File: config.mk
export PLATFORM = sky130hd
export DESIGN_NAME = line_point_interpolator
export DESIGN_NICKNAME = d
export VERILOG_FILES = /design/src/rtl/core/lpi_pkg.sv /design/src/rtl/core/lpi_axis_lane.sv /design/src/rtl/core/line_point_interpolator.sv
export SDC_FILE = /design/constraint.sdc
export NUM_CORES = 1
export LEC_CHECK = 0
export BUFFER_PORTS_ARGS = -buffer_cell sky130_fd_sc_hd__buf_2
export CAP_MARGIN = 10
export CORE_ASPECT_RATIO = 1.2
export CORE_MARGIN = 3
export CORE_UTILIZATION = 63
export DETAILED_ROUTE_END_ITERATION = 7
export HOLD_SLACK_MARGIN = 0.03
export PLACE_DENSITY = 0.85
export SYNTH_ARGS = -nofsm -noshare
export SYNTH_HDL_FRONTEND = slang
export SYNTH_SLANG_ARGS = --single-unit
export TNS_END_PERCENT = 20
File: constraint.sdc
create_clock -name clock -period 34.2 [get_ports clock]
set_input_delay 10.26 -clock clock [delete_from_list [all_inputs] [get_ports clock]]
set_output_delay 10.26 -clock clock [all_outputs]
set_load 0.05 [all_outputs]
File: src/rtl/core/lpi_pkg.sv
package lpi_pkg;

   localparam int MAX_STEPS  = 63;
   localparam int FRAC_BITS  = 16;
   localparam int COORD_W    = 32;
   localparam int STEPS_W    = 6;
   localparam int DIFF_W     = COORD_W + 1;
   localparam int REM_W      = STEPS_W + 1;
   localparam int DIV_BITS   = DIFF_W;
   localparam int CNT_W      = $clog2(DIV_BITS);
   localparam int REQ_DATA_W = ((6 * COORD_W + STEPS_W + 7) / 8) * 8;
   localparam int RSP_DATA_W = ((3 * COORD_W + STEPS_W + 7) / 8) * 8;

   typedef logic signed [COORD_W-1:0] coord_type;
   typedef logic [STEPS_W-1:0]        steps_type;

   typedef struct packed {
      logic load;
      logic step;
      logic finish;
      logic advance;
   } lane_ctrl_type;

   // negation that maps the most negative value to the most positive
   function automatic coord_type neg_sat(input coord_type v);
      coord_type r;
      if (v == {1'b1, {(COORD_W-1){1'b0}}}) begin
         r = {1'b0, {(COORD_W-1){1'b1}}};
      end else begin
         r = -v;
      end
      return r;
   endfunction

endpackage

File: src/rtl/core/lpi_axis_lane.sv
module lpi_axis_lane (
   input  logic                  clock,
   input  lpi_pkg::lane_ctrl_type ctrl,
   input  lpi_pkg::coord_type    start_val,
   input  lpi_pkg::coord_type    end_val,
   input  lpi_pkg::steps_type    divisor,
   output lpi_pkg::coord_type    point_val,
   output lpi_pkg::coord_type    end_out
);

   logic [lpi_pkg::DIFF_W-1:0] quot_ff, quot_in;
   logic [lpi_pkg::REM_W-1:0]  rem_ff, rem_in;
   lpi_pkg::steps_type         div_ff, div_in;
   logic                       neg_ff, neg_in;
   lpi_pkg::coord_type         slope_ff, slope_in;
   lpi_pkg::coord_type         point_ff, point_in;
   lpi_pkg::coord_type         end_ff, end_in;

   logic signed [lpi_pkg::DIFF_W-1:0] diff;
   logic [lpi_pkg::REM_W-1:0]         rem_shift;
   logic                              rem_ge;
   logic [lpi_pkg::DIFF_W-1:0]        quot_signed;

   always_comb begin
      diff      = {end_val[lpi_pkg::COORD_W-1], end_val}
                - {start_val[lpi_pkg::COORD_W-1], start_val};
      rem_shift = {rem_ff[lpi_pkg::REM_W-2:0], quot_ff[lpi_pkg::DIFF_W-1]};
      rem_ge    = rem_shift >= {1'b0, div_ff};
      quot_signed = neg_ff ? -quot_ff : quot_ff;

      quot_in  = quot_ff;
      rem_in   = rem_ff;
      div_in   = div_ff;
      neg_in   = neg_ff;
      slope_in = slope_ff;
      point_in = point_ff;
      end_in   = end_ff;

      if (ctrl.load) begin
         // divide magnitudes, restore sign afterwards: truncates toward zero
         neg_in   = diff[lpi_pkg::DIFF_W-1];
         quot_in  = diff[lpi_pkg::DIFF_W-1] ? -diff : diff;
         rem_in   = '0;
         div_in   = divisor;
         point_in = start_val;
         end_in   = end_val;
      end else if (ctrl.step) begin
         rem_in  = rem_ge ? (rem_shift - {1'b0, div_ff}) : rem_shift;
         quot_in = {quot_ff[lpi_pkg::DIFF_W-2:0], rem_ge};
      end else if (ctrl.finish) begin
         slope_in = quot_signed[lpi_pkg::COORD_W-1:0];
      end else if (ctrl.advance) begin
         point_in = point_ff + slope_ff;
      end
   end

   always_ff @(posedge clock) begin
      quot_ff  <= quot_in;
      rem_ff   <= rem_in;
      div_ff   <= div_in;
      neg_ff   <= neg_in;
      slope_ff <= slope_in;
      point_ff <= point_in;
      end_ff   <= end_in;
   end

   assign point_val = point_ff;
   assign end_out   = end_ff;

endmodule

File: src/rtl/core/line_point_interpolator.sv
// an item with zero steps skips the divider and emits its end vertex alone
// otherwise each axis lane runs a one-bit-a-cycle divider, then the ST_FIN state forms the slope
// points then leave at one per cycle while rsp_tready stays high
// a new item is accepted only after the last point of the previous one is handed over
// synchronous active-high reset clears the control state and rsp_tvalid
// datapath registers are not reset
module line_point_interpolator (
   input  logic                             clock,
   input  logic                             reset,
   input  logic                             req_tvalid,
   output logic                             req_tready,
   // start_x, start_y, start_z, end_x, end_y, end_z, steps, zero pad
   input  logic [lpi_pkg::REQ_DATA_W-1:0]   req_tdata,
   output logic                             rsp_tvalid,
   input  logic                             rsp_tready,
   // point_x, point_y, point_z, point_index, zero pad
   output logic [lpi_pkg::RSP_DATA_W-1:0]   rsp_tdata,
   output logic                             rsp_tlast
);

   localparam int CW = lpi_pkg::COORD_W;
   localparam int SW = lpi_pkg::STEPS_W;

   typedef enum logic [1:0] {
      ST_IDLE,
      ST_DIV,
      ST_FIN,
      ST_EMIT
   } state_type;

   state_type               state_ff;
   logic [lpi_pkg::CNT_W-1:0] cnt_ff;
   lpi_pkg::steps_type      n_ff;
   lpi_pkg::steps_type      idx_ff;
   logic                    drain_ff;
   logic                    rsp_valid_ff;
   lpi_pkg::coord_type      out_x_ff, out_y_ff, out_z_ff;
   lpi_pkg::steps_type      out_idx_ff;
   logic                    out_last_ff;

   lpi_pkg::coord_type      in_start [3];
   lpi_pkg::coord_type      in_end [3];
   lpi_pkg::coord_type      lane_point [3];
   lpi_pkg::coord_type      lane_end [3];
   lpi_pkg::coord_type      merged [3];
   lpi_pkg::steps_type      in_steps, n_sat;
   lpi_pkg::lane_ctrl_type  ctrl;
   logic                    req_accept, rsp_accept, emit_load, at_end;

   assign req_tready = (state_ff == ST_IDLE);
   assign req_accept = req_tvalid && req_tready;
   assign rsp_accept = rsp_valid_ff && rsp_tready;
   assign emit_load  = (state_ff == ST_EMIT) && !drain_ff && (!rsp_valid_ff || rsp_tready);
   assign at_end     = (idx_ff == n_ff);

   always_comb begin
      in_start[0] = req_tdata[CW-1:0];
      in_start[1] = req_tdata[2*CW-1:CW];
      in_start[2] = lpi_pkg::neg_sat(req_tdata[3*CW-1:2*CW]);
      in_end[0]   = req_tdata[4*CW-1:3*CW];
      in_end[1]   = req_tdata[5*CW-1:4*CW];
      in_end[2]   = lpi_pkg::neg_sat(req_tdata[6*CW-1:5*CW]);
      in_steps    = req_tdata[6*CW+SW-1:6*CW];
      n_sat       = (in_steps > SW'(lpi_pkg::MAX_STEPS)) ? SW'(lpi_pkg::MAX_STEPS) : in_steps;
   end

   always_comb begin
      ctrl.load    = req_accept;
      ctrl.step    = (state_ff == ST_DIV);
      ctrl.finish  = (state_ff == ST_FIN);
      ctrl.advance = emit_load;
   end

   for (genvar a = 0; a < 3; a++) begin : g_lane
      lpi_axis_lane u_lane (
         .clock     (clock),
         .ctrl      (ctrl),
         .start_val (in_start[a]),
         .end_val   (in_end[a]),
         .divisor   (n_sat),
         .point_val (lane_point[a]),
         .end_out   (lane_end[a])
      );
      // merge: final point is the end vertex exactly
      assign merged[a] = at_end ? lane_end[a] : lane_point[a];
   end

   always_ff @(posedge clock) begin
      if (reset) begin
         state_ff     <= ST_IDLE;
         cnt_ff       <= '0;
         idx_ff       <= '0;
         drain_ff     <= 1'b0;
         rsp_valid_ff <= 1'b0;
      end else begin
         if (rsp_accept && !emit_load) begin
            rsp_valid_ff <= 1'b0;
         end
         unique case (state_ff)
            ST_IDLE: begin
               if (req_accept) begin
                  n_ff     <= n_sat;
                  idx_ff   <= '0;
                  cnt_ff   <= '0;
                  drain_ff <= 1'b0;
                  state_ff <= (n_sat == '0) ? ST_EMIT : ST_DIV;
               end
            end
            ST_DIV: begin
               cnt_ff <= cnt_ff + 1'b1;
               if (cnt_ff == lpi_pkg::CNT_W'(lpi_pkg::DIV_BITS - 1)) begin
                  state_ff <= ST_FIN;
               end
            end
            ST_FIN: begin
               state_ff <= ST_EMIT;
            end
            ST_EMIT: begin
               if (emit_load) begin
                  rsp_valid_ff <= 1'b1;
                  out_x_ff     <= merged[0];
                  out_y_ff     <= merged[1];
                  out_z_ff     <= merged[2];
                  out_idx_ff   <= idx_ff;
                  out_last_ff  <= at_end;
                  idx_ff       <= idx_ff + 1'b1;
                  if (at_end) begin
                     drain_ff <= 1'b1;
                  end
               end
               // last point handed over: ready for the next item
               if (drain_ff && rsp_accept) begin
                  state_ff <= ST_IDLE;
               end
            end
            default: state_ff <= ST_IDLE;
         endcase
      end
   end

   assign rsp_tvalid = rsp_valid_ff;
   assign rsp_tlast  = out_last_ff;
   assign rsp_tdata  = {{(lpi_pkg::RSP_DATA_W - 3*CW - SW){1'b0}},
                        out_idx_ff, out_z_ff, out_y_ff, out_x_ff};

   a_no_accept_while_busy: assert property (@(posedge clock) disable iff (reset)
      req_tready |-> !rsp_valid_ff)
      else $error("input accepted while a point is still pending");

   a_valid_only_when_emitting: assert property (@(posedge clock) disable iff (reset)
      rsp_valid_ff |-> (state_ff == ST_EMIT))
      else $error("point valid outside emission");

   a_index_bounded: assert property (@(posedge clock) disable iff (reset)
      (state_ff == ST_EMIT && !drain_ff) |-> (idx_ff <= n_ff))
      else $error("point index ran past step count");

   a_last_ends_run: assert property (@(posedge clock) disable iff (reset)
      (rsp_accept && out_last_ff) |=> (state_ff == ST_IDLE))
      else $error("run did not end after last point");

endmodule

Word level (Yosys, flattened, before mapping):

Index checks and enable logic that the tools add are counted.

* add/sub/neg operators: 19
* $lt $le $gt $ge: 4
* equal/unequal tests: 14
* multiplexer cells: 49
* bitwise gates (word level): 3
* reductions and logical operators: 24

Operator list (number)
* $mux 32: 20
* $mux 33: 9
* $neg 32->32: 5
* $neg 33->33: 3
* $sub 32x32->33: 3
* $add 32x32->32: 3
* $eq 32x32->1 const B: 2
* $mux 6: 6
* $pmux 6 s2: 2
* $ge 7x6->1: 3
* $reduce_and 3->1: 6
* $sub 6x6->6: 3
* $add 6x1->6 const B: 2
* $ne 2x1->1 const B: 5
* $mux 2: 4
* $pmux 2 s4: 1
* $reduce_bool 2->1: 4
* $eq 6x6->1: 1
* $eq 6x6->1 const B: 1
* $gt 6x6->1 const B: 1
* $logic_and 1x1->1: 6
* $logic_not 6->1: 1
* $mux 1: 6
* $eq 2x2->1 const B: 2
* 9 further kinds: 14

* register bits: 539
* input port bits: 204
* output and inout port bits: 107
* word-level logic and storage cells: 143

Logic depth before layout (Yosys ltp):

* word-level depth: 8
* gate-level depth with buffers: 29
* gate-level depth less buffers: 25

Hierarchy:

Synthesis repeated with hierarchy kept, for this count alone.

* cells, all modules: 3838
* area, all modules: 38189.1 um2

Modules (own cells, without submodules)
* lpi_axis_lane at g_lane[0].u_lane ...: times used 2, cells an instance 1072, area each 10302.4 um2, sequential area each 4204.0 um2
* lpi_axis_lane at g_lane[2].u_lane: times used 1, cells an instance 1103, area each 10597.7 um2, sequential area each 4204.0 um2
* line_point_interpolator: times used 1, cells an instance 591, area each 6986.7 um2, sequential area each 3593.4 um2

Worst setup path before layout:

OpenSTA, ideal clock, no wires.

* path kind: input to register
* start: input req_tvalid
* end: register g_lane[0].u_lane.point_ff[0] (enable)
* library setup time: 0.693 ns
* arrival time: 17.803 ns
* data required time: 33.507 ns
* setup slack: 15.704 ns
* cell stages on the path: 5
* path buffers: 3
* cells stage by stage: nand2_1 -> clkbuf_1 -> clkbuf_1 -> buf_1 -> a211oi_1

* longest elaborated chain between the ends: 3
* elaborated cells between the ends (all ways): 5
* those cells by class: eq/ne (2); reduce/logical (3)

RTL lines
* start, declared: line line_point_interpolator.sv:10 `input logic req_tvalid,`
* $logic_and 1x1->1 (*): line line_point_interpolator.sv:51 `assign req_accept = req_tvalid && req_tready;`
* $ne 2x1->1 (no source line) or $reduce_bool 2->1 (tied branches)
* $reduce_and 3->1 (no source line) (*)
* end signal, assigned: line lpi_axis_lane.sv:63 `point_ff <= point_in;`
* end, declared: line lpi_axis_lane.sv:16 `lpi_pkg::coord_type point_ff, point_in;`

Mark *: on every way between the ends. The rest lies on a longest branch, timed or not.
A chain may end at the register's enable or synchronous reset.

Final worst setup path:

* start: input req_tdata[160] (netlist bit)
* end: register g_lane[2].u_lane.quot_ff[4] (netlist bit), data pin

* longest elaborated chain between the ends: 6
* elaborated cells between the ends (all ways): 7
* those cells by class: add/sub (3); eq/ne (1); mux (3)

RTL lines
* start, declared: line line_point_interpolator.sv:13 `input logic [lpi_pkg::REQ_DATA_W-1:0] req_tdata,`
* $neg 32->32 or $eq 32x32->1 (tied branches): line lpi_pkg.sv:30, lpi_pkg.sv:27
* $mux 32 (*): line lpi_pkg.sv:27 `if (v == {1'b1, {(COORD_W-1){1'b0}}}) begin`
* net g_lane[2].u_lane.end_val[0]: line lpi_axis_lane.sv:5 `input lpi_pkg::coord_type end_val,`
* $sub 32x32->33 (*): line lpi_axis_lane.sv:26 `- {start_val[lpi_pkg::COORD_W-1], start_val};`
* $neg 33->33: line lpi_axis_lane.sv:42 `quot_in = diff[lpi_pkg::DIFF_W-1] ? -diff : diff;`
* $mux 33 (*): line lpi_axis_lane.sv:42
* $mux 33 (*): line lpi_axis_lane.sv:39 `if (ctrl.load) begin`
* net g_lane[2].u_lane.quot_in (one bit): line lpi_axis_lane.sv:11 `logic [lpi_pkg::DIFF_W-1:0] quot_ff, quot_in;`
* end signal, assigned: line lpi_axis_lane.sv:58 `quot_ff <= quot_in;`
* end, declared: line lpi_axis_lane.sv:11

Mark *: on every way through the listed nets, which the timed path passes. The rest lies on a longest branch.

==> impl_metrics.env <==
export IMPL_drc=0
export IMPL_drive_gt1_share_pct=14.2
export IMPL_ir_worst_vdd_v=0.0000653
export IMPL_drtIter0Drc=2426
export IMPL_grt_max_degree=91
export IMPL_synthCells=3648
export IMPL_synth_edf_count=505
export IMPL_clk_path_buf_depth=3
export IMPL_status="complete, no violations"
export IMPL_whs_endpoint="g_lane[2].u_lane.slope_ff[0]$_DFFE_PP_"
export IMPL_synth_main_ff_cell="edfxtp_1"
export IMPL_avgViaCountPerCell=6.26
export IMPL_instances_no_fill=4688
export IMPL_grt_pass1_wl_um=145000
export IMPL_fmax_ghz=0.0605
export IMPL_cp_required_ps=34550
export IMPL_mostFrequentLayoutCells="505 x edfxtp_1, 348 x nand2_1, 306 x buf_2"
export IMPL_synthArstFlopShare_pct=0
export IMPL_post_place_cells=4572
export IMPL_cts_root_buf="clkbuf_16"
export IMPL_endpoint_kind="flip-flop"
export IMPL_firstDrtPassIters=6
export IMPL_r2r_setup_slack_ps=29870
export IMPL_grt_pass1_vias=28800
export IMPL_reg2reg_depth=9
export IMPL_path_clk_slew_ps=60
export IMPL_synth_cell_type_count=91
export IMPL_min_period_ps=16530
export IMPL_relSlewSlack_pct=15.3
export IMPL_p_leak_nw=15.9
export IMPL_drv_cap=0
export IMPL_cts_sinks=539
export IMPL_worstPathArrival_ps=16880
export IMPL_htreeDepth=2
export IMPL_wire_per_inst_um=19.7
export IMPL_cts_repair_resized=0
export IMPL_hp_class="reg -> reg"
export IMPL_layout_commonest_cell="edfxtp_1"
export IMPL_min_period_over_period_pct=48.3
export IMPL_die_h_um=268
export IMPL_multiInputGateArea_um2=19100
export IMPL_critPathLaunch="req_tdata[160]"
export IMPL_ant_nets=0
export IMPL_fin_skew_ps=16.2
export IMPL_vias=29400
export IMPL_cts_buffers=55
export IMPL_start_util_pct=64.0
export IMPL_power_w=0.00353
export IMPL_dpl_hpwl_um=66600
export IMPL_io_buffers=306
export IMPL_r2r_start="g_lane[1].u_lane.quot_ff[2]$_DFFE_PP_"
export IMPL_cp_max_fo=28
export IMPL_ys_ff_latch=539
export IMPL_cts_hold_buf=0
export IMPL_pre_cts_ws_ps=17100
export IMPL_fin_setup_tns_ps=0
export IMPL_layout_setup_ws_ps=17670
export IMPL_holdPathStages=0
export IMPL_worstHoldStart="g_lane[2].u_lane.quot_ff[0]$_DFFE_PP_"
export IMPL_drv_slew=0
export IMPL_grt_usage_pct=29.6
export IMPL_rsz0062_at_grt="false"
export IMPL_antenna_found_initial=11
export IMPL_cts_tree="done"
export IMPL_die_w_um=224
export IMPL_overflow=0
export IMPL_fill_cells=4135
export IMPL_die_area_um2=60200
export IMPL_pin_count=311
export IMPL_worstSetupStartpointType="input pin"
export IMPL_area_delta_synth_final_pct=11.4
export IMPL_syn_avg_cell_area_um2=9.88
export IMPL_worstSetupPathType="in -> reg"
export IMPL_setup_viol=0
export IMPL_worstMarginPinSlew_ps=1250
export IMPL_power_density_nw_per_um2=87.7
export IMPL_r2r_end="g_lane[1].u_lane.slope_ff[29]$_DFFE_PP_"
export IMPL_clock_latency_ps=620
export IMPL_synth_yosys_warnings=0
export IMPL_hold_violations=0
export IMPL_postCtsSetupBuffers=0
export IMPL_syn_area_um2=36100
export IMPL_gp_routability_congestion=0.929
export IMPL_final_nets=4337
export IMPL_drt_wl_total_um=92500
export IMPL_regArea_um2=15800
export IMPL_rows=95
export IMPL_floorplan_core_area_um2=56300
export IMPL_fin_util_pct=71.3
export IMPL_ys_seq_area_share_pct=43.9
## cell families (layout without fill, tap and decap cells)
group / Yosys count / in the layout / synth area share (%)
other: 1 / 16 / 0.0104
AND/OR/NAND/NOR: 1090 / 1090 / 14.4
XOR/XNOR: 385 / 385 / 9.35
multiplexers: 120 / 120 / 3.68
flip-flops: 539 / 539 / 43.9
adder cells (fa/ha/maj): 231 / 231 / 8.20
AO/OA/AOI/OAI: 980 / 980 / 17.2
buffers and inverters: 302 / 600 / 3.19
## worst max-delay path, cell delays in order
cell	delay (ps)
buf_2	110
inv_1	70
ha_1	190
nand2_1	110
nor2_1	100
nand2_1	130
or4_1	660
nor2_1	220
nand3b_1	180
or3_1	340
buf_4	240
nand2_1	140
inv_1	80
ha_1	220
fa_1	400
nor2b_1	170
o31a_1	250
o211ai_1	160
a211oi_1	530
or2_0	340
a21o_1	200
a41o_1	200
o22a_1	700
inv_2	330
o21ai_0	210
xor2_1	230
o21ai_1	70
## area by class of cell
type	instances	share of cell area [%]
diodes	14	0.0872
repair buffers	328	4.22
clock buffers	64	3.59
flip-flops and latches	539	39.4
inverters	170	1.61
well taps	727	2.26
multi-input cells	2808	47.6
clock inverters	38	1.22
## registers in the layout (all words and copies together) (netlist names), 18 cells and up
signal / count
g_lane.u_lane.quot_ff: 99
g_lane.u_lane.end_out: 96
g_lane.u_lane.point_val: 96
g_lane.u_lane.slope_ff: 96
out_x_ff: 32
out_y_ff: 32
out_z_ff: 32
g_lane.u_lane.rem_ff: 18
## power breakdown
part	switching [W]	leakage [nW]	internal (W)
logic	0.000966	9.94	0.000643
registers	0.000160	5.01	0.00110
clock network	0.000266	0.928	0.000385
total	0.00139	15.9	0.00213
## cells in the mapped netlist (8+ instances only)
cell type / n / area [um^2]
a2111oi_0: 10 / 87.6
a211o_1: 8 / 70.1
a211oi_1: 36 / 270
a21o_1: 103 / 773
a21oi_1: 245 / 1230
a31oi_1: 37 / 231
a41oi_1: 8 / 70.1
and2_1: 19 / 119
and3_1: 34 / 213
clkbuf_1: 121 / 454
dfxtp_1: 34 / 681
edfxtp_1: 505 / 15200
fa_1: 9 / 180
ha_1: 222 / 2780
inv_1: 165 / 619
mux2_2: 100 / 1130
mux2i_1: 20 / 200
nand2_1: 349 / 1310
nand2b_1: 44 / 275
nand3_1: 48 / 240
nand4_1: 32 / 200
nor2_1: 292 / 1100
nor2b_1: 25 / 156
nor3_1: 81 / 405
nor4_1: 14 / 87.6
o211ai_1: 13 / 97.6
o21a_1: 45 / 338
o21ai_0: 185 / 926
o21ai_1: 109 / 546
o21bai_1: 20 / 150
o31a_1: 8 / 70.1
o31ai_1: 48 / 360
o41ai_1: 17 / 149
or2_2: 17 / 106
or3_1: 45 / 282
or4_1: 40 / 300
xnor2_1: 253 / 2220
xor2_1: 132 / 1160
## stage by stage
stage | area, um^2 | hold WS [ps]
detailed placement | 38200 | 440
global placement | 38200 | 433
floorplan | 36100 | 426
CTS | 40100 | 455
finish | 40200 | 458
global route | 40200 | 481
## worst max path at each step
stage / cells after the start / to
final: 27 / g_lane[2].u_lane.quot_ff[4]$_DFFE_PP_
after global routing: 27 / g_lane[2].u_lane.quot_ff[16]$_DFFE_PP_
after CTS: 27 / g_lane[2].u_lane.quot_ff[4]$_DFFE_PP_
after detailed placement: 27 / g_lane[2].u_lane.quot_ff[4]$_DFFE_PP_
after global placement: 26 / g_lane[2].u_lane.quot_ff[31]$_DFFE_PP_
after floorplan: 5 / g_lane[0].u_lane.point_val[0]$_DFFE_PP_
## layer usage
layer | vias up | wire length [um] | track usage, %
met5 | - | 13 | 0
met4 | 2 | 4150 | 13.8
met3 | 276 | 6280 | 3.86
met2 | 1256 | 46500 | 52.9
met1 | 13900 | 35500 | 35.7
li1 | 14000 | - | -
Note: power is estimated with default switching activity, not from simulation.
